$ cat config.mk
export PLATFORM = sky130hd
export DESIGN_NAME = gris_mod
export DESIGN_NICKNAME = d
export VERILOG_FILES = /design/src/sv/greedy_random_independent_set_macros.svh /design/src/sv/gris_mod.sv
export SDC_FILE = /design/constraint.sdc
export NUM_CORES = 1
export LEC_CHECK = 0
export ABC_AREA = 1
export ABC_CLOCK_PERIOD_IN_PS = 2700
export BUFFER_PORTS_ARGS = -buffer_cell sky130_fd_sc_hd__buf_2
export CORE_ASPECT_RATIO = 0.5
export CORE_MARGIN = 2
export CORE_UTILIZATION = 55
export CTS_CLUSTER_SIZE = 28
export DETAILED_ROUTE_END_ITERATION = 6
export GPL_TIMING_DRIVEN = 0
export PLACE_DENSITY = 0.79
export SKIP_CTS_REPAIR_TIMING = 1
export SYNTH_ARGS = -nofsm -noshare
export SYNTH_HDL_FRONTEND = slang
export SYNTH_SLANG_ARGS = --single-unit
$ cat constraint.sdc
create_clock -name clk_i -period 2.7 [get_ports clk_i]
set_clock_uncertainty 0.1 [all_clocks]
set_input_delay 0.405 -clock clk_i [delete_from_list [all_inputs] [get_ports clk_i]]
set_output_delay 0.405 -clock clk_i [all_outputs]
set_load 0.01 [all_outputs]
$ cat src/sv/greedy_random_independent_set_macros.svh
// Assertion macros for the greedy random independent set block.
// Used by the top level; no other dependencies.
`ifndef GREEDY_RANDOM_INDEPENDENT_SET_MACROS_SVH
`define GREEDY_RANDOM_INDEPENDENT_SET_MACROS_SVH
`ifndef SYNTHESIS
`define GRIS_ASSERT(name, clk, rst_n, prop, msg) \
  name: assert property (@(posedge clk) disable iff (!rst_n) prop) else $error(msg);
`define GRIS_ASSERT_NEXT(name, clk, rst_n, pre, post, msg) \
  name: assert property (@(posedge clk) disable iff (!rst_n) pre |=> post) else $error(msg);
`else
`define GRIS_ASSERT(name, clk, rst_n, prop, msg)
`define GRIS_ASSERT_NEXT(name, clk, rst_n, pre, post, msg)
`endif
`endif

$ cat src/sv/gris_mod.sv
// Restoring modulo unit: one quotient bit per cycle.
// Depends on nothing but its ports.
module gris_mod (
  input  logic        clk_i,
  input  logic        rst_ni,
  input  logic        start_i,
  input  logic [30:0] dividend_i,
  input  logic [6:0]  divisor_i,
  output logic        done_o,
  output logic [6:0]  rem_o
);

  logic [30:0] dvd_q, dvd_d;
  logic [6:0]  rem_q, rem_d, dsr_q, dsr_d;
  logic [4:0]  cnt_q, cnt_d;
  logic        busy_q, busy_d, done_q, done_d;
  logic [7:0]  trial;

  // shift in one dividend bit, subtract when it fits
  always_comb begin
    dvd_d  = dvd_q;
    rem_d  = rem_q;
    dsr_d  = dsr_q;
    cnt_d  = cnt_q;
    busy_d = busy_q;
    done_d = 1'b0;
    trial  = {rem_q, dvd_q[30]};
    if (start_i) begin
      dvd_d  = dividend_i;
      dsr_d  = divisor_i;
      rem_d  = '0;
      cnt_d  = '0;
      busy_d = 1'b1;
    end else if (busy_q) begin
      if (trial >= {1'b0, dsr_q}) begin
        trial = trial - {1'b0, dsr_q};
      end
      rem_d = trial[6:0];
      dvd_d = {dvd_q[29:0], 1'b0};
      cnt_d = cnt_q + 5'd1;
      if (cnt_q == 5'd30) begin
        busy_d = 1'b0;
        done_d = 1'b1;
      end
    end
  end

  always_ff @(posedge clk_i or negedge rst_ni) begin
    if (!rst_ni) begin
      busy_q <= 1'b0;
      done_q <= 1'b0;
      cnt_q  <= '0;
    end else begin
      busy_q <= busy_d;
      done_q <= done_d;
      cnt_q  <= cnt_d;
    end
  end

  always_ff @(posedge clk_i) begin
    dvd_q <= dvd_d;
    rem_q <= rem_d;
    dsr_q <= dsr_d;
  end

  assign done_o = done_q;
  assign rem_o  = rem_q;

endmodule

==> results of run 1 <==
==> Yosys cell counts (2+ instances only) <==
library cell / n / area share (%)
a21oi_1: 4 / 0.79
clkbuf_1: 5 / 0.74
dfrtp_1: 7 / 6.9
dfxtp_1: 7 / 5.5
edfxtp_1: 38 / 45
ha_1: 9 / 4.4
inv_1: 28 / 4.1
nand2_1: 138 / 20
nand3_1: 18 / 3.5
nand3b_1: 5 / 1.5
nand4_1: 4 / 0.98
nor2_1: 6 / 0.89
nor3_1: 2 / 0.39
o21ai_0: 3 / 0.59
xnor2_1: 2 / 0.69
==> final cells by class <==
type,count,area [um2]
Buffer,7,27.5
Clock buffer,6,82.6
Clock inverter,2,15.0
Fill cell,369,1460
Inverter,28,105
Multi-Input combinational cell,198,953
Sequential cell,52,1460
Tap cell,57,71.3
Timing Repair Buffer,49,250
==> state kept, by name, summed over array words and instances (netlist names) <==
signal	cells
done_o	1
dvd_q	31
dsr_q	7
busy_q	1
rem_o	7
cnt_q	5
==> logic make-up (layout without fill, tap and decap cells) <==
logic type      count (synthesis)  after routing  share of synthesized area, %
simple gates                  176            176                          28.9
flops                          52             52                          57.3
buf+inv                        35             92                          5.22
fa+ha+maj                      10             10                          5.22
compound gates                 10             10                          2.66
xor+xnor                        2              2                         0.689
==> per-stage QoR <==
stage | power [W] | instance area (um2) | hold slack [ns] | utilization, % | setup slack (ns)
after detailed placement | 0.00181 | 2850 | 0.145 | 64.5 | 0.239
after global routing | 0.00242 | 2960 | 0.150 | 66.9 | 0.372
after CTS | 0.00228 | 2950 | -0.200 | 66.7 | 0.517
final | 0.00227 | 2960 | 0.172 | 66.9 | 0.532
after global placement | 0.00177 | 2850 | 0.143 | 64.5 | 0.326
after floorplan | 0.00160 | 2540 | 0.00941 | - | 0.830
==> report_power, final <==
part / switching (W) / internal [W]
Sequential: 0.0000676 / 0.000966
Clock: 0.000259 / 0.000208
Combinational: 0.000448 / 0.000318
==> final timing paths <==
kind,from,endpoint,slack (ns),cells after the start
max,dvd_q[30]$_DFFE_PP_,rem_o[5]$_SDFFE_PP0P_,0.53,10
min,divisor_i[3],dsr_q[3]$_DFFE_PP_,0.17,1
max reg2reg,dvd_q[30]$_DFFE_PP_,rem_o[5]$_SDFFE_PP0P_,0.53,10
min reg2reg,rem_o[6]$_SDFFE_PP0P_,rem_o[6]$_SDFFE_PP0P_,0.39,2
max in group asynchronous,rst_ni,cnt_q[0]$_DFFE_PN0P_,1.99,2
min in group asynchronous,rst_ni,busy_q$_DFF_PN0_,0.35,2
==> routing by layer <==
metal / GRT usage, % / part of all wire [%] / up-vias / wire length, um
met5: 0 / 0 / - / 0
met4: 7.99 / 1.0 / 0 / 47
met3: 4.44 / 4.7 / 6 / 217
met2: 32.7 / 48 / 41 / 2220
met1: 24.9 / 47 / 881 / 2180
li1: - / - / 1028 / -
==> qor.yml, run 1 <==
timing:
  min_period_ns: 2.17
  drv_slew: 0
  period_share_pct: 80.3
  hold_viol: 0
  setup_viol: 0
  max_slew_margin_pct: 19.4
  final.setup.tns_ns: 0
  max_freq_mhz: 461
  worst_pin_slew_ns: 1.21
  rsz0062_at_grt: "false"
synth:
  synth_nets: 336
  ys_ff_latch: 52
  yosysSeqAreaShare_pct: 57.3
  ys_types: 24
  syn-instance-count: 285
  ys.flop_type: "edfxtp_1"
  syn_area_um2: 2540
  yosys_warnings: 0
  synth.avg_cell_area_um2: 8.92
  synth-edff-count: 38
  synthArstFlopShare_pct: 13.5
floorplan:
  num_rows: 17
  fp.dieH_um: 52.1
  core_area_um2: 4420
  ios: 49
  floorplan.initialDensity_pct: 57.5
  dieWidth_um: 100
  die_area_um2: 5220
global_routing:
  grt_overflow: 0
  grt_pass1_vias: 1797
  grt_pass1_wl_mm: 7.73
  track_usage_pct: 19.5
  grt_max_degree: 33
  antenna_found_initial: 0
cts:
  clk_path_buf_depth: 2
  insertion_delay_ns: 0.30
  cts_made_buffers: 5
  clock-sinks: 52
  clk_pin_slew_ns: 0.09
  cts_tree: "built"
  cts-htree-levels: 2
  cts_root_buffer: "clkbuf_8"
route:
  drc: 0
  wl_mm: 4.66
  vias: 1956
  wire_per_inst_um: 11.7
  antenna_left: 0
  drt-initial-drc-count: 100
  drtPass1Iterations: 4
  routed_via_density: 4.90
place:
  dp_hpwl_mm: 3.29
  io_buffers: 48
  gp_congestion: 0.908
  dp.cells: 390
outcome:
  status: "completed"
final_layout:
  final_nets: 392
  diodes: 0
  layout-drive-gt1-share_pct: 18.1
  layoutNonFillerInstCount: 399
  final_common_cell: "nand2_1"
  final_cell_mix: "nand2_1 (138), buf_2 (49), edfxtp_1 (38)"
  syn2layout_area_growth_pct: 16.5
critical_path:
  cp_common_cell: "nand3_1"
  crit_family: "adder cells"
  path_cells: "inv_1 -> ha_1 -> inv_1 -> fa_1 -> nand3_1 -> nand3_1 -> o21ai_2 -> nand3_1 -> nand3_1 -> nand2_1"
  crit_path_top_delay_cell: "fa_1"
  cp-end-kind: "register"
  cp-start-kind: "register"
  crit_type: "register to register"
  critPathArrivalTime_ns: 2.27
  cp_max_fo: 7
  crit_buf_inv: 2
  critPathMaxStageDelay_ns: 0.43
  critPathRequiredTime_ns: 2.80
power_and_ir_drop:
  power_density_nw_per_um2: 765
  max-vdd-ir-drop_mv: 0.334
  p_leak_nw: 1.51
min_path:
  min_path_type: "input pin to register"
job:
  maxCapViolations: 0
No activity file was read; power rests on OpenSTA's default activity.
==> inputs of run 2 (changes only) <==
--- a/config.mk
+++ b/config.mk
@@ -6,7 +6,7 @@
 export NUM_CORES = 1
 export LEC_CHECK = 0
 export ABC_AREA = 1
-export ABC_CLOCK_PERIOD_IN_PS = 2700
+export ABC_CLOCK_PERIOD_IN_PS = 2009
 export BUFFER_PORTS_ARGS = -buffer_cell sky130_fd_sc_hd__buf_2
 export CORE_ASPECT_RATIO = 0.5
 export CORE_MARGIN = 2
==> constraint.sdc (replaced) <==
create_clock -name clk_i -period 2.01 [get_ports clk_i]
set_clock_uncertainty 0.1 [all_clocks]
set_input_delay 0.3015 -clock clk_i [delete_from_list [all_inputs] [get_ports clk_i]]
set_output_delay 0.3015 -clock clk_i [all_outputs]
set_load 0.01 [all_outputs]
==> run 2 against run 1 <==
  * Sequential cell count is the same
  * Largest power group unchanged
  * Critical path depth unchanged
  * First-iteration DRC count up 4.0%
  * Final area rose by 4.0%
  * Critical endpoint is now rem_o[2]$_SDFFE_PP0P_
==> qor.yml, run 2 (synthesized netlist as in run 1, its figures left out) <==
timing:
  max_slew_margin_pct: 54.8  # +35 points
  min_period_ns: 1.98  # -0.189 ns
  setup_viol: 0  # unchanged
  hold_viol: 0  # unchanged
  period_share_pct: 98.5  # +18 points
  hold_slack_ns: 0.0654  # -0.106 ns
  rsz0062_at_grt: "true"
  drv_slew: 0  # unchanged
  max_freq_mhz: 505  # +9.5%
  worst_pin_slew_ns: 0.675  # -0.532 ns
floorplan:
  fp.dieH_um: 52.1  # unchanged
  die_area_um2: 5220  # unchanged
  num_rows: 17  # unchanged
  ios: 49  # unchanged
  floorplan.initialDensity_pct: 57.5  # unchanged
  core_area_um2: 4420  # unchanged
  dieWidth_um: 100  # unchanged
route:
  routed_via_density: 4.93  # +0.54%
  wl_mm: 4.93  # +5.8%
  antenna_left: 0  # unchanged
  wire_per_inst_um: 12.2  # +4.0%
  vias: 2001  # +2.3%
  drtPass1Iterations: 4  # unchanged
  drc: 0  # unchanged
  drt-initial-drc-count: 104  # +4.0%
final_layout:
  multi_input_area_um2: 1010  # +6.3%
  syn2layout_area_growth_pct: 21.2
  diodes: 0  # unchanged
  fill_cells: 349  # -5.4%
  layout-drive-gt1-share_pct: 22.9  # +4.8 points
  largest_reg_flops: 31  # unchanged
  register_area_um2: 1460  # unchanged
  final_nets: 399  # +1.8%
  final_cell_mix: "nand2_1 (138), buf_2 (49), edfxtp_1 (38)"
  regMostFlops: "dvd_q"
  final_common_cell: "nand2_1"
  layoutNonFillerInstCount: 406  # +1.8%
critical_path:
  cp_max_fo: 7  # unchanged
  cp-start-kind: "register"
  critPathArrivalTime_ns: 2.09  # -0.18 ns
  crit_type: "register to register"
  cp-end-kind: "register"
  critPathRequiredTime_ns: 2.12  # -0.68 ns
cts:
  clock-sinks: 52  # unchanged
  cts_made_buffers: 5  # unchanged
  cts-htree-levels: 2  # unchanged
  clk_path_buf_depth: 2  # unchanged
  clk_pin_slew_ns: 0.09  # about the same
  insertion_delay_ns: 0.31  # about the same
  cts_tree: "built"
  cts_root_buffer: "clkbuf_8"
power_and_ir_drop:
  power_density_nw_per_um2: 1030  # +34%
  max-vdd-ir-drop_mv: 0.447  # +34%
  p_leak_nw: 1.56  # +3.0%
place:
  dp.cells: 390  # unchanged
  gp_congestion: 0.908  # unchanged
  dp_hpwl_mm: 3.29  # unchanged
  io_buffers: 48  # unchanged
global_routing:
  antenna_found_initial: 0  # unchanged
  grt_pass1_wl_mm: 7.73  # unchanged
  grt_overflow: 0  # unchanged
  grt_pass1_vias: 1797  # unchanged
  grt_max_degree: 33  # unchanged
  track_usage_pct: 19.5  # unchanged
min_path:
  min_path_type: "input pin to register"
job:
  maxCapViolations: 0  # unchanged
outcome:
  status: "completed"
run 2: cell count changes in the layout (fill, tap and decap cells not counted), moves of 2 or more:
| cell | before | now |
|---|---|---|
| clkinvlp_4 | 2 | 4 |
| inv_1 | 28 | 25 |
| nand3_2 | 0 | 5 |
| buf_4 | 0 | 6 |
| nand3_1 | 18 | 12 |
run 2: per-layer routing:
layer	routed length [um]	part of all wire, %	track usage (%)
met1	2250	46	24.9
met2	2310	47	32.7
met3	295	6.0	4.44
met4	81	1.6	7.99
met5	0	0	0
run 2: path summary, 6_finish.rpt:
path	start	endpoint	slack (ns)	cells past startpoint
worst min register to register	rem_o[1]$_SDFFE_PP0P_	rem_o[1]$_SDFFE_PP0P_	0.39	2
max in group asynchronous	rst_ni	cnt_q[0]$_DFFE_PN0P_	1.41	2
worst max register to register	dvd_q[30]$_DFFE_PP_	rem_o[2]$_SDFFE_PP0P_	0.03	10
worst max-delay path	dvd_q[30]$_DFFE_PP_	rem_o[2]$_SDFFE_PP0P_	0.03	10
min in group asynchronous	rst_ni	busy_q$_DFF_PN0_	0.24	2
worst min-delay path	divisor_i[6]	dsr_q[6]$_DFFE_PP_	0.07	1
run 2: final cells by class:
type	instances	area share (%)
plain buffers	7	0.894
repair buffers	55	9.59
well taps	57	2.32
clock inverters	2	0.487
flip-flops and latches	52	47.3
multi-input cells	198	32.9
inverters	28	3.61
clock buffers	6	2.68
repair inverters	1	0.244
run 2: where the power goes:
| part | leakage (nW) | total (W) | internal (W) | switching [W] |
|---|---|---|---|---|
| clock | 0.0434 | 0.000628 | 0.000279 | 0.000349 |
| combinational | 0.954 | 0.00115 | 0.000483 | 0.000668 |
| sequential | 0.558 | 0.00139 | 0.00130 | 0.0000919 |
run 2: worst max-delay path, cell delays in order, from the launching register on:
cell and delay, ns:
edfxtp_1 0.39, inv_2 0.09, ha_4 0.14, inv_4 0.04, fa_2 0.37, nand3_2 0.09
nand3_4 0.09, o21ai_4 0.31, nand3b_1 0.13, nand3_1 0.09, nand2_1 0.05
run 2: per-stage QoR:
| step | TNS, ns | worst slack, ns | util, % | instance area [um2] | total power (W) |
|---|---|---|---|---|---|
| detailed placement | -12.03 | -0.347 | 64.5 | 2850 | 0.00243 |
| finish | 0 | 0.0306 | 69.6 | 3080 | 0.00317 |
| global route | -0.292 | -0.0815 | 69.6 | 3080 | 0.00338 |
| floorplan | 0 | 0.140 | - | 2540 | 0.00216 |
| CTS | -2.55 | -0.173 | 66.7 | 2950 | 0.00307 |
| global placement | -8.70 | -0.260 | 64.5 | 2850 | 0.00238 |
==> inputs of run 3 (changes only) <==
--- a/config.mk
+++ b/config.mk
@@ -15,6 +15,7 @@
 export DETAILED_ROUTE_END_ITERATION = 6
 export GPL_TIMING_DRIVEN = 0
 export PLACE_DENSITY = 0.79
+export REMOVE_ABC_BUFFERS = 1
 export SKIP_CTS_REPAIR_TIMING = 1
 export SYNTH_ARGS = -nofsm -noshare
 export SYNTH_HDL_FRONTEND = slang
==> run 3 against run 2 <==
  * Sequential share of layout area increased by 0.39 points
  * Register-to-register slack got worse by 0.02 ns
  * Maximum frequency decreased by 1.2%
  * Worst setup slack got worse by 0.024 ns
  * Critical endpoint unchanged
  * Non-clock buffer count decreased by 6
  * Sequential power about the same
  * Critical path type unchanged
  * Combinational power about the same
==> qor.yml, run 3 (synthesized netlist as in run 1, its figures left out) <==
floorplan:
  die_area_um2: 5220  # unchanged
  fp.dieH_um: 52.1  # unchanged
  num_rows: 17  # unchanged
  core_area_um2: 4420  # unchanged
  dieWidth_um: 100  # unchanged
  floorplan.initialDensity_pct: 57.5  # unchanged
  ios: 49  # unchanged
global_routing:
  grt_pass1_wl_mm: 7.51  # -2.8%
  track_usage_pct: 18.9  # -0.55 points
  grt_max_degree: 45  # +36%
  grt_pass1_vias: 1797  # unchanged
  antenna_found_initial: 0  # unchanged
  grt_overflow: 0  # unchanged
timing:
  period_share_pct: 99.7  # +1.2 points
  max_slew_margin_pct: 41.4  # -13 points
  setup_slack_ns: 0.00621  # -0.0244 ns
  hold_viol: 0  # unchanged
  setup_viol: 0  # unchanged
  max_freq_mhz: 499  # -1.2%
  drv_slew: 0  # unchanged
  rsz0062_at_grt: "true"
  min_period_ns: 2.00  # +0.0244 ns
  worst_pin_slew_ns: 0.879  # +0.204 ns
critical_path:
  reg2reg_from: "dvd_q[30]$_DFFE_PP_"
  cp_max_fo: 7  # unchanged
  startpoint: "dvd_q[30]$_DFFE_PP_"
  cp-start-kind: "register"
  crit_path_top_delay_cell: "edfxtp_1"
  cp-end-kind: "register"
  critPathArrivalTime_ns: 2.10  # about the same
  critPathMaxStageDelay_ns: 0.38  # about the same
  r2r.worst_path.cells: 10  # unchanged
  crit_type: "register to register"
  critPathRequiredTime_ns: 2.11  # about the same
  reg2reg_to: "rem_o[2]$_SDFFE_PP0P_"
  reg2reg_slack_ns: 0.006  # -0.02 ns
  path_cells: "inv_2 -> ha_4 -> inv_4 -> fa_2 -> nand3_2 -> nand3_4 -> o21ai_4 -> nand3b_1 -> nand3_1 -> nand2_1"
route:
  wirelength_met1_mm: 2.29  # +1.7%
  routed_via_density: 5.09  # +3.4%
  drtPass1Iterations: 4  # unchanged
  drc: 0  # unchanged
  vias: 2043  # +2.1%
  route.met2.wl_mm: 2.43  # +5.5%
  top_layer: "met4"
  wire_per_inst_um: 12.4  # +2.4%
  wl_met3_um: 200  # -32%
  antenna_left: 0  # unchanged
  wl_mm: 4.99  # +1.1%
  drt-initial-drc-count: 115  # +11%
place:
  io_buffers: 48  # unchanged
  dp_hpwl_mm: 3.18  # -3.3%
  place_ws_ns: -0.603  # -0.255 ns
  gp_congestion: 0.857  # -5.6%
  place_area_um2: 2830  # -0.96%
power_and_ir_drop:
  p_leak_nw: 1.55  # -0.68%
  max-vdd-ir-drop_mv: 0.449  # +0.55%
  power_density_nw_per_um2: 1030  # about the same
final_layout:
  postLayoutCellArea_um2: 3060  # -0.81%
  diodes: 0  # unchanged
  largest_reg_flops: 31  # unchanged
  syn2layout_area_growth_pct: 20.2
  final_common_cell: "nand2_1"
  regMostFlops: "dvd_q"
  final_cell_mix: "nand2_1 (138), buf_2 (48), edfxtp_1 (38)"
  layout-drive-gt1-share_pct: 23.3  # +0.33 points
  final_nets: 394  # -1.3%
min_path:
  min_path_cells: 1  # unchanged
  hp-start: "divisor_i[4]"
  hold-path-endpoint: "dsr_q[4]$_DFFE_PP_"
  min_path_type: "input pin to register"
outcome:
  status: "completed"
cts:
  clk_path_buf_depth: 2  # unchanged
  cts_root_buffer: "clkbuf_8"
  cts_tree: "built"
  cts_made_buffers: 5  # unchanged
  clk_pin_slew_ns: 0.10  # about the same
  insertion_delay_ns: 0.30  # about the same
  cts-htree-levels: 2  # unchanged
  clock-sinks: 52  # unchanged
job:
  maxCapViolations: 0  # unchanged
## run 3: cell count changes in the layout (fill, tap and decap cells not counted), sizes merged
cell,change
clkinv,+2
buf,-1
clkbuf,-6
## run 3: worst max path at each step
stage,cells past startpoint,slack [ns],end
after floorplan,10,0.14,rem_o[5]$_SDFFE_PP0P_
after global placement,3,-0.55,dvd_q[1]$_DFFE_PP_
after detailed placement,3,-0.60,dvd_q[0]$_SDFFCE_PN0P_
after CTS,3,-0.29,dvd_q[26]$_DFFE_PP_
after global routing,10,-0.11,rem_o[2]$_SDFFE_PP0P_
final,10,0.006,rem_o[2]$_SDFFE_PP0P_
## run 3: final cells by class
type | count | area (um2)
clock buffers | 5 | 68.8
flip-flops and latches | 52 | 1460
fillers | 359 | 1370
clock inverters | 3 | 22.5
repair buffers | 56 | 303
multi-input cells | 198 | 1000
well taps | 57 | 71.3
inverters | 28 | 115
repair inverters | 2 | 15.0
## run 3: critical path, delay by kind of cell, from the launching register on
kind,cells,cell delay [ns]
fa+ha+maj,2,0.52
buf+inv,2,0.13
flops,1,0.38
compound gates,1,0.28
simple gates,5,0.49
## run 3: report_power, final
group / switching [W] / leakage, nW / internal (W)
sequential: 0.0000879 / 0.558 / 0.00130
combinational: 0.000669 / 0.939 / 0.000478
clock: 0.000357 / 0.0485 / 0.000250
## run 3: through the flow
step	util, %	std cells	total power, W	hold slack (ns)	setup TNS, ns
3_3_place_gp	63.9	383	0.00238	0.0397	-23.13
2_1_floorplan	-	278	0.00215	-0.0941	0
3_5_place_dp	63.9	383	0.00244	0.0433	-25.81
6_report	69.1	401	0.00314	0.0685	0
5_1_grt	69.1	401	0.00333	0.0516	-0.414
4_1_cts	66.0	391	0.00304	-0.296	-10.11
## run 3: metal layers
layer,global-route usage [%],up-vias
met3,5.11,6
met4,9.59,0
li1,-,1032
met1,22.6,956
met5,0,-
met2,32.2,49
