$ cat src/sv/greedy_random_independent_set_macros.svh
// Assertion macros for the greedy random independent set block.
// Used by the top level; no other dependencies.
`ifndef GREEDY_RANDOM_INDEPENDENT_SET_MACROS_SVH
`define GREEDY_RANDOM_INDEPENDENT_SET_MACROS_SVH
`ifndef SYNTHESIS
`define GRIS_ASSERT(name, clk, rst_n, prop, msg) \
  name: assert property (@(posedge clk) disable iff (!rst_n) prop) else $error(msg);
`define GRIS_ASSERT_NEXT(name, clk, rst_n, pre, post, msg) \
  name: assert property (@(posedge clk) disable iff (!rst_n) pre |=> post) else $error(msg);
`else
`define GRIS_ASSERT(name, clk, rst_n, prop, msg)
`define GRIS_ASSERT_NEXT(name, clk, rst_n, pre, post, msg)
`endif
`endif

$ cat src/sv/gris_pkg.sv
// Shared types and constants of the greedy random independent set block.
// No dependencies.
package gris_pkg;

  localparam int DEG_W = 8;
  localparam logic [DEG_W-1:0] DEG_MAX = 8'hFF;

  // input actions
  localparam logic [1:0] ACT_CLEAR   = 2'd0;
  localparam logic [1:0] ACT_EDGE    = 2'd1;
  localparam logic [1:0] ACT_SELECT  = 2'd2;
  localparam logic [1:0] ACT_RESTART = 2'd3;

  // configuration register indexes
  localparam logic [1:0] REG_VCOUNT = 2'd0;
  localparam logic [1:0] REG_DETLVL = 2'd1;
  localparam logic [1:0] REG_ALPHA  = 2'd2;

  // control from the sequencer to the ranking unit
  typedef struct packed {
    logic start;       // new select: drop threshold and best
    logic next;        // next pass: best becomes threshold
    logic cand_valid;  // a live candidate is on the inputs
  } rank_ctl_t;

endpackage

$ cat src/sv/gris_rank.sv
// Ranking unit: keeps the least (degree, index) pair above a threshold pair.
// Depends on gris_pkg.
module gris_rank
  import gris_pkg::*;
#(
  parameter int VW = 6
) (
  input  logic             clk_i,
  input  logic             rst_ni,
  input  rank_ctl_t        ctl_i,
  input  logic [DEG_W-1:0] cand_deg_i,
  input  logic [VW-1:0]    cand_idx_i,
  output logic [VW-1:0]    best_idx_o,
  output logic             found_o
);

  logic [DEG_W-1:0] best_deg_q, thr_deg_q;
  logic [VW-1:0]    best_idx_q, thr_idx_q;
  logic             found_q, has_thr_q;
  logic             eligible, better;

  // candidate must rank above the threshold and below the current best
  always_comb begin
    eligible = !has_thr_q || (cand_deg_i > thr_deg_q) ||
               ((cand_deg_i == thr_deg_q) && (cand_idx_i > thr_idx_q));
    better   = !found_q || (cand_deg_i < best_deg_q) ||
               ((cand_deg_i == best_deg_q) && (cand_idx_i < best_idx_q));
  end

  always_ff @(posedge clk_i or negedge rst_ni) begin
    if (!rst_ni) begin
      found_q   <= 1'b0;
      has_thr_q <= 1'b0;
    end else if (ctl_i.start) begin
      found_q   <= 1'b0;
      has_thr_q <= 1'b0;
    end else if (ctl_i.next) begin
      found_q   <= 1'b0;
      has_thr_q <= 1'b1;
    end else if (ctl_i.cand_valid && eligible && better) begin
      found_q <= 1'b1;
    end
  end

  always_ff @(posedge clk_i) begin
    if (ctl_i.next) begin
      thr_deg_q <= best_deg_q;
      thr_idx_q <= best_idx_q;
    end else if (!ctl_i.start && ctl_i.cand_valid && eligible && better) begin
      best_deg_q <= cand_deg_i;
      best_idx_q <= cand_idx_i;
    end
  end

  assign best_idx_o = best_idx_q;
  assign found_o    = found_q;

endmodule

$ cat config.mk
export PLATFORM = sky130hd
export DESIGN_NAME = gris_rank
export DESIGN_NICKNAME = d
export VERILOG_FILES = /design/src/sv/greedy_random_independent_set_macros.svh /design/src/sv/gris_pkg.sv /design/src/sv/gris_rank.sv
export SDC_FILE = /design/constraint.sdc
export NUM_CORES = 1
export LEC_CHECK = 0
export BUFFER_PORTS_ARGS = -buffer_cell sky130_fd_sc_hd__buf_2
export CAP_MARGIN = 0
export CORE_MARGIN = 2
export CORE_UTILIZATION = 45
export DETAILED_ROUTE_END_ITERATION = 10
export GPL_TIMING_DRIVEN = 1
export PLACE_DENSITY = 0.66
export SLEW_MARGIN = 5
export SYNTH_ARGS = -nofsm -noshare
export SYNTH_HDL_FRONTEND = slang
export SYNTH_SLANG_ARGS = --single-unit
$ cat constraint.sdc
create_clock -name clk_i -period 7.09 [get_ports clk_i]
set_clock_uncertainty 0.05 [all_clocks]
set_input_delay 0.709 -clock clk_i [delete_from_list [all_inputs] [get_ports clk_i]]
set_output_delay 0.709 -clock clk_i [all_outputs]
set_load 0.01 [all_outputs]
==> results.py, run 1 <==
metrics = {
    "min_path": {
        "hp-class": "input pin to async pin",
    },
    "pwr": {
        "worst_ir_drop_vdd_mv": 0.1278,
        "power.density_mw_per_mm2": 181.2,
        "leakage_uw": 0.0008502,
    },
    "cts": {
        "cts_tree": "done",
        "htreeDepth": 2,
        "postCtsSetupBuffers": 0,
        "hold_buffers": 0,
        "cts_resized": 0,
        "insertion_delay_ps": 330,
        "numCtsBuffers": 5,
        "clk_pin_slew_ps": 90,
        "clkSinkCount": 30,
        "root_buffer": "clkbuf_4",
        "clockBufferDepth": 2,
    },
    "floorplanning": {
        "die_x_um": 63.89,
        "ios": 26,
        "start_util": 0.4762,
        "fp.dieH_um": 63.89,
        "core_sq_mm": 0.003390,
        "dieArea_sq_mm": 0.004082,
        "num_rows": 21,
    },
    "synth": {
        "netlist_top_cells_area": "edfxtp_1, ha_1, inv_1",
        "synthArstFlopShare": 0.06667,
        "synth.most_common_cell": "edfxtp_1",
        "synth_area_sq_mm": 0.001614,
        "ys.flop_type": "edfxtp_1",
        "synth_top_area_cell": "edfxtp_1",
        "yosys-top-cells-count": "edfxtp_1, ha_1, inv_1",
        "ys_types": 23,
        "syn_nets": 175,
        "synth_edf_count": 28,
        "netlist.area_leader.share": 0.5209,
        "syn-mean-instance-area_sq_um": 12.51,
        "syn_inst": 129,
        "ys_warn_count": 0,
        "ys_seq_elements": 30,
        "yosysSeqAreaShare": 0.5519,
    },
    "sta": {
        "min_period_over_period": 0.3795,
        "finalHoldViolCount": 0,
        "fin_crit_ps": 2691,
        "relSlewSlack": 0.4172,
        "finalSetupTns_ps": 0,
        "drv_slew": 0,
        "max_freq_mhz": 371.6,
        "worst_pin_slew_ps": 871.4,
        "setup_viol": 0,
        "rsz0062_at_grt": "no",
        "fin_ws_ps": 4399,
    },
    "grt": {
        "grt-ovfl-total": 0,
        "grt_use_total": 0.1522,
        "grt_start_max_net_pins": 17,
        "grt_pass1_wl_um": 4595,
        "antenna_found_initial": 0,
        "grt_pass1_vias": 974,
    },
    "routing": {
        "vias_per_cell": 5.146,
        "drt_iter0_drc": 35,
        "drtPass1Iterations": 4,
        "vias": 1060,
        "wl_um": 2731,
        "wire_per_inst_um": 13.26,
        "postRouteAntennaNets": 0,
        "drc": 0,
    },
    "place": {
        "place_area_sq_mm": 0.001797,
        "portBuffers": 25,
        "hpwl_um": 2173,
        "dpl_worst_slack_ps": 4000,
        "gp_congestion": 0.7740,
    },
    "layout": {
        "fill_cells": 308,
        "antennaDiodeCount": 0,
        "layout-drive-gt1-share": 0.2188,
        "final_cell_area_sq_mm": 0.001838,
        "nNetsFinal": 207,
        "syn_to_final_growth_pct": 13.88,
        "final_core_util": 0.5423,
    },
    "worst_setup_path": {
        "cp-start-kind": "input pin",
        "cp.required_ps": 6990,
        "cp_max_fo": 14,
        "cp_cell_sequence": "buf_2, ha_1, nand4_2, a21oi_2, a211oi_1, o41ai_2, o211ai_2, a31oi_2",
        "crit_path_end_kind": "flip-flop",
        "crit_type": "input pin to flip-flop",
        "slowest_stage": "a31oi_2",
        "worstPathArrival_ps": 2590,
        "crit_family": "compound AO/OA/AOI/OAI gates",
        "max_stage_delay_ps": 700,
        "crit_buf_inv": 1,
    },
    "status": {
        "status": "completed",
    },
    "run": {
        "drv_cap": 0,
    },
}
[registers in the layout, indices dropped and copies added, names as in the netlist]
| register | count |
|---|---|
| best_idx_o | 6 |
| thr_deg_q | 8 |
| found_o | 1 |
| thr_idx_q | 6 |
| best_deg_q | 8 |
| has_thr_q | 1 |
[power breakdown]
part,leakage (uW),switching (uW),internal [uW],total [uW]
Clock,0.0000246,54.5,33.8,88.3
Sequential,0.000291,2.67,201,203
Combinational,0.000535,23.8,17.8,41.6
Total,0.000850,81.0,252,333
[routing by layer]
layer,global-route usage,wire [um],part of all wire,up-vias
met5,0,0,0,-
met4,0.06522,50,0.018,0
met3,0.04754,179,0.066,5
met2,0.2409,1336,0.49,31
met1,0.1917,1165,0.43,496
li1,-,-,-,528
[final cells by class]
| cell class | instances | area [sq um] | share of cell area |
|---|---|---|---|
| inverters | 27 | 101.3 | 0.05514 |
| flip-flops and latches | 30 | 890.9 | 0.4847 |
| repair buffers | 25 | 125.1 | 0.06807 |
| clock inverters | 1 | 3.754 | 0.002042 |
| multi-input cells | 72 | 621.8 | 0.3383 |
| well taps | 46 | 57.56 | 0.03131 |
| clock buffers | 5 | 37.54 | 0.02042 |
[final timing paths]
kind                                         start                 endpoint  slack, ps  cells past startpoint
max in group asynchronous                   rst_ni      found_o$_DFFE_PN0P_       6800                      1
min                                         rst_ni    has_thr_q$_DFFE_PN0N_        100                      1
min in group clk_i         best_deg_q[3]$_DFFE_PP_   thr_deg_q[3]$_DFFE_PP_        410                      0
min reg2reg                best_deg_q[3]$_DFFE_PP_   thr_deg_q[3]$_DFFE_PP_        410                      0
max reg2reg                best_idx_o[5]$_DFFE_PP_  best_idx_o[0]$_DFFE_PP_       4530                      5
max                                  cand_idx_i[3]  best_idx_o[0]$_DFFE_PP_       4400                      8
[kinds of logic (layout without fill, tap and decap cells)]
family | Yosys count | count (layout) | share of synthesized area
AND/OR/NAND/NOR | 23 | 23 | 0.07442
AO/OA/AOI/OAI | 22 | 22 | 0.1015
adder cells (fa/ha/maj) | 27 | 27 | 0.2093
buffers and inverters | 27 | 58 | 0.06279
flip-flops | 30 | 30 | 0.5519
[metrics by stage]
step / cells / hold WS (ps) / power, uW
final: 206 / 95.56 / 333.1
after global routing: 206 / 89.63 / 350.8
after CTS: 206 / 90.88 / 335.7
after detailed placement: 200 / 387.1 / 249.5
after global placement: 200 / 385.1 / 247.9
after floorplan: 129 / 363.4 / 231.3
[cell usage in the layout, fill, tap and decap left out, drive strengths merged]
master,n
edfxtp,28
inv,27
ha,27
buf,25
a21oi,8
nor2,6
nand2,5
clkbuf,5
nand4,5
o21ai,3
o211ai,3
a21boi,2
nor2b,2
nand2b,2
a211oi,2
nand3,2
dfrtp,2
a211o,1
or3,1
o32a,1
o41ai,1
a31oi,1
clkinv,1
Note: power is estimated with default switching activity, not from simulation.
==> inputs of run 2 (changes only) <==
==> constraint.sdc (replaced) <==
create_clock -name clk_i -period 2.59 [get_ports clk_i]
set_clock_uncertainty 0.05 [all_clocks]
set_input_delay 0.259 -clock clk_i [delete_from_list [all_inputs] [get_ports clk_i]]
set_output_delay 0.259 -clock clk_i [all_outputs]
set_load 0.01 [all_outputs]
==> results.py, run 2 (same netlist as run 1, synthesis figures left out) <==
metrics = {
    "status": {
        "status": "completed",
    },
    "routing": {
        "vias_per_cell": 4.972,
        "drt_iter0_drc": 36,
        "wl_um": 2928,
        "drc": 0,
        "vias": 1049,
        "postRouteAntennaNets": 0,
        "wire_per_inst_um": 13.88,
        "drtPass1Iterations": 4,
    },
    "sta": {
        "fin_crit_ps": 2187,
        "drv_slew": 0,
        "max_freq_mhz": 457.2,
        "setup_viol": 0,
        "worst_pin_slew_ps": 374.9,
        "finalSetupTns_ps": 0,
        "relSlewSlack": 0.7501,
        "rsz0062_at_grt": "no",
        "finalHoldViolCount": 0,
        "min_period_over_period": 0.8445,
    },
    "cts": {
        "insertion_delay_ps": 330,
        "clk_pin_slew_ps": 90,
        "clkSinkCount": 30,
        "htreeDepth": 2,
        "clockBufferDepth": 2,
        "numCtsBuffers": 5,
        "cts_resized": 0,
        "cts_tree": "done",
        "root_buffer": "clkbuf_4",
    },
    "grt": {
        "global_route.usage.met2": 0.2760,
        "grt.met1_usage": 0.2076,
        "grt_pass1_vias": 1102,
        "antenna_found_initial": 0,
        "use_met3": 0.04754,
        "grt_pass1_wl_um": 5071,
        "grt_use_total": 0.1676,
        "grt_start_max_net_pins": 17,
        "grt_busiest_layer": "met2",
        "grt-ovfl-total": 0,
    },
    "worst_setup_path": {
        "crit_path_end_kind": "flip-flop",
        "r2r_end": "best_idx_o[1]$_DFFE_PP_",
        "cp-start-kind": "flip-flop",
        "crit_type": "flip-flop to flip-flop",
        "cp_max_fo": 10,
        "reg2reg_depth": 9,
        "ff2ff_setup_slack_ps": 400,
        "cp.required_ps": 2570,
        "rr_startpoint": "best_deg_q[1]$_DFFE_PP_",
        "worstPathArrival_ps": 2170,
    },
    "floorplanning": {
        "die_x_um": 63.89,
        "fp.dieH_um": 63.89,
        "ios": 26,
        "num_rows": 21,
        "start_util": 0.4762,
        "core_sq_mm": 0.003390,
        "dieArea_sq_mm": 0.004082,
    },
    "layout": {
        "multi_input_area_sq_um": 621.8,
        "antennaDiodeCount": 0,
        "nNetsFinal": 210,
        "final_common_cell": "edfxtp_1",
        "fill_cells": 309,
        "syn_to_final_growth_pct": 15.97,
        "layout-drive-gt1-share": 0.2303,
        "seq_area_sq_um": 890.9,
        "reg_top3": "best_deg_q x8, thr_deg_q x8",
        "fin_cells": 211,
        "mostFrequentLayoutCells": "edfxtp_1, inv_1, ha_1, buf_2, a21oi_1",
    },
    "pwr": {
        "combPwrFrac": 0.127,
        "power.density_mw_per_mm2": 501.7,
        "power.internal_uw": 702.0,
        "clkPwrFrac": 0.282,
        "p_switching_uw": 237.0,
        "finalPower_uw": 939.0,
        "sequentialPowerShare": 0.592,
        "worst_ir_drop_vdd_mv": 0.2931,
        "leakage_uw": 0.0008701,
        "switching_share": 0.2524,
    },
    "min_path": {
        "hp-start": "ctl_i[2]",
        "whs_endpoint": "has_thr_q$_DFFE_PN0N_",
        "hold_path_depth": 2,
        "hp-class": "input pin to flip-flop",
    },
    "run": {
        "drv_cap": 0,
    },
    "place": {
        "portBuffers": 25,
        "hpwl_um": 2275,
        "place_inst": 202,
        "gp_congestion": 0.7511,
    },
}
## run 2: cell types whose count changed in the layout (fill, tap and decap cells not counted)
cell / previous run / this run
dlygate4sd3_1: 0 / 1
buf_4: 0 / 2
clkinv_2: 0 / 1
clkbuf_1: 0 / 1
## run 2: how the worst max path moves through the flow
stage                               to  slack, ps  cells after the start               startpoint
6_report       best_idx_o[1]$_DFFE_PP_        400                      9  best_deg_q[1]$_DFFE_PP_
3_5_place_dp   best_idx_o[5]$_DFFE_PP_        380                      9            cand_idx_i[4]
4_1_cts        best_idx_o[1]$_DFFE_PP_        380                      9   thr_idx_q[5]$_DFFE_PP_
5_1_grt        best_deg_q[0]$_DFFE_PP_        230                      9   thr_idx_q[4]$_DFFE_PP_
3_3_place_gp   best_idx_o[4]$_DFFE_PP_        420                      9            cand_deg_i[1]
2_1_floorplan  best_deg_q[0]$_DFFE_PP_        260                      5  best_idx_o[5]$_DFFE_PP_
## run 2: final cells by class
cell class / instances / share of cell area
clock buffers: 6 / 0.02206
multi-input cells: 72 / 0.3322
inverters: 27 / 0.05414
well taps: 46 / 0.03075
repair buffers: 28 / 0.08021
clock inverters: 2 / 0.004679
flip-flops and latches: 30 / 0.4759
## run 2: power by group through the flow
stage	clock [uW]	sequential, uW	combinational (uW)
finish	264	556	119
global route	296	558	138
CTS	273	556	122
detailed placement	0	567	119
global placement	0	567	114
floorplan	0	567	65.8
## run 2: what timing repair did
action / in CTS / in global routing
endpoints found under the setup margin: 0 / 0
buffers inserted: 0 / 0
hold endpoints to repair: 2 / 0
hold buffers: 1 / 0
## run 2: critical path, cell delays in order (launching register included)
cell,delay [ps]
edfxtp_1,380
inv_1,70
ha_1,230
nor2b_1,130
o21ai_0,200
nand2b_1,100
a21oi_1,160
o21ai_0,110
a31oi_2,230
buf_4,230
## run 2: layer usage
| metal | vias up | share of wire |
|---|---|---|
| met5 | - | 0 |
| met4 | 0 | 0.020 |
| met3 | 6 | 0.036 |
| met2 | 18 | 0.48 |
| met1 | 492 | 0.47 |
| li1 | 533 | - |
## run 2: per-stage QoR
stage | hold WS, ps | instance area [sq um] | utilization | setup WS [ps]
3_3_place_gp | -5.393 | 1812 | 0.5345 | 415.9
6_report | 48.35 | 1872 | 0.5522 | 402.8
2_1_floorplan | -86.59 | 1614 | - | 255.2
4_1_cts | 36.14 | 1872 | 0.5522 | 378.5
3_5_place_dp | -0.6043 | 1812 | 0.5345 | 381.3
5_1_grt | 30.81 | 1872 | 0.5522 | 227.6
==> inputs of run 3 (changes only) <==
==> constraint.sdc (replaced) <==
create_clock -name clk_i -period 2.1 [get_ports clk_i]
set_clock_uncertainty 0.05 [all_clocks]
set_input_delay 0.21 -clock clk_i [delete_from_list [all_inputs] [get_ports clk_i]]
set_output_delay 0.21 -clock clk_i [all_outputs]
set_load 0.01 [all_outputs]
==> results.py, run 3 (same netlist as run 1, synthesis figures left out) <==
metrics = {
    "status": {
        "status": "completed",
    },
    "worst_setup_path": {
        "cp_max_fo": 7,
        "slowest_stage": "o41ai_2",
        "cp-start-kind": "flip-flop",
        "crit_type": "flip-flop to flip-flop",
        "crit_path_end_kind": "flip-flop",
        "ff2ff_setup_slack_ps": 20,
        "max_stage_delay_ps": 400,
        "cp_cell_sequence": "inv_1, ha_4, nand4_1, o41ai_2, o211ai_2, a31oi_4, buf_6",
        "worstPathArrival_ps": 2080,
        "crit_buf_inv": 2,
        "cp.required_ps": 2100,
        "crit_family": "compound AO/OA/AOI/OAI gates",
    },
    "layout": {
        "fill_cells": 284,
        "antennaDiodeCount": 0,
        "final_common_cell": "edfxtp_1",
        "syn_to_final_growth_pct": 25.27,
        "layout-drive-gt1-share": 0.3059,
        "final_core_util": 0.5965,
        "nNetsFinal": 215,
        "mostFrequentLayoutCells": "edfxtp_1, inv_1, buf_2, ha_1",
        "reg_top3": "best_deg_q x8, thr_deg_q x8",
    },
    "min_path": {
        "hp-class": "input pin to flip-flop",
    },
    "routing": {
        "wl_um": 3126,
        "drtPass1Iterations": 4,
        "postRouteAntennaNets": 0,
        "vias_per_cell": 5.005,
        "wire_per_inst_um": 14.47,
        "drt_iter0_drc": 30,
        "drc": 0,
        "vias": 1081,
    },
    "sta": {
        "min_period_over_period": 0.9916,
        "fin_crit_ps": 2082,
        "finalHoldViolCount": 0,
        "worst_pin_slew_ps": 400.0,
        "rsz0062_at_grt": "yes",
        "max_freq_mhz": 480.2,
        "drv_slew": 0,
        "relSlewSlack": 0.7334,
        "setup_viol": 0,
        "holdWs_ps": 27.03,
    },
    "place": {
        "hpwl_um": 2374,
        "portBuffers": 25,
        "gp_congestion": 0.7727,
    },
    "floorplanning": {
        "fp.dieH_um": 63.89,
        "die_x_um": 63.89,
        "core_sq_mm": 0.003390,
        "dieArea_sq_mm": 0.004082,
        "ios": 26,
        "start_util": 0.4762,
        "num_rows": 21,
    },
    "grt": {
        "grt_pass1_vias": 1100,
        "grt_use_total": 0.1662,
        "antenna_found_initial": 0,
        "grt_pass1_wl_um": 5071,
        "grt_start_max_net_pins": 17,
        "global_route.usage.met2": 0.2721,
        "use_met3": 0.04930,
        "grt.met1_usage": 0.2090,
        "grt_busiest_layer": "met2",
        "grt-ovfl-total": 0,
    },
    "cts": {
        "clk_pin_slew_ps": 90,
        "cts_tree": "done",
        "numCtsBuffers": 5,
        "insertion_delay_ps": 330,
        "htreeDepth": 2,
        "clkSinkCount": 30,
        "root_buffer": "clkbuf_4",
        "clockBufferDepth": 2,
    },
    "pwr": {
        "power.density_mw_per_mm2": 601.3,
        "leakage_uw": 0.0009023,
        "worst_ir_drop_vdd_mv": 0.4490,
        "finalPower_uw": 1216,
    },
    "run": {
        "drv_cap": 0,
    },
}
run 3: through the flow:
step	instances	setup TNS [ps]	instance area [sq um]	setup WS, ps
2_1_floorplan	129	-288.3	1628	-20.59
3_3_place_gp	203	-20.89	1833	-3.042
3_5_place_dp	203	-337.2	1833	-26.73
4_1_cts	216	-269.3	1956	-21.55
5_1_grt	216	-972.0	2022	-71.44
6_report	216	0	2022	17.58
run 3: cell type report:
type	instances	area, sq um	area share
clock inverter	1	5.005	0.002475
clock buffer	7	55.05	0.02723
multi-input combinational	72	714.4	0.3533
sequential	30	890.9	0.4406
tap	46	57.56	0.02847
inverter	27	101.3	0.05012
timing repair buffer	33	197.7	0.09777
run 3: power by group:
group | switching [uW] | total [uW] | internal (uW)
registers | 10.4 | 687 | 677
logic | 92.1 | 170 | 78.4
clock network | 196 | 358 | 162
total | 298 | 1220 | 917
run 3: worst paths after layout:
check | from | to | cells after the start
max | thr_deg_q[6]$_DFFE_PP_ | best_deg_q[5]$_DFFE_PP_ | 7
min | cand_idx_i[0] | best_idx_o[0]$_DFFE_PP_ | 1
max reg2reg | thr_deg_q[6]$_DFFE_PP_ | best_deg_q[5]$_DFFE_PP_ | 7
min reg2reg | best_deg_q[1]$_DFFE_PP_ | thr_deg_q[1]$_DFFE_PP_ | 0
max in group asynchronous | rst_ni | has_thr_q$_DFFE_PN0N_ | 2
min in group asynchronous | rst_ni | found_o$_DFFE_PN0P_ | 2
run 3: layer usage:
layer  vias up  wire length, um
met5         -                0
met3         5              109
met1       514             1422
met2        17             1548
li1        545                -
met4         0               46
run 3: repair_timing:
| action | 4_1_cts | 5_1_grt |
|---|---|---|
| buffers inserted | 3 | 0 |
| gates resized for setup | 4 | 9 |
| pin swaps | 5 | 6 |
| gates cloned | 0 | 0 |
| hold endpoints to repair | 3 | 0 |
| endpoints found under the setup margin | 14 | 14 |
| hold buffers | 2 | 0 |
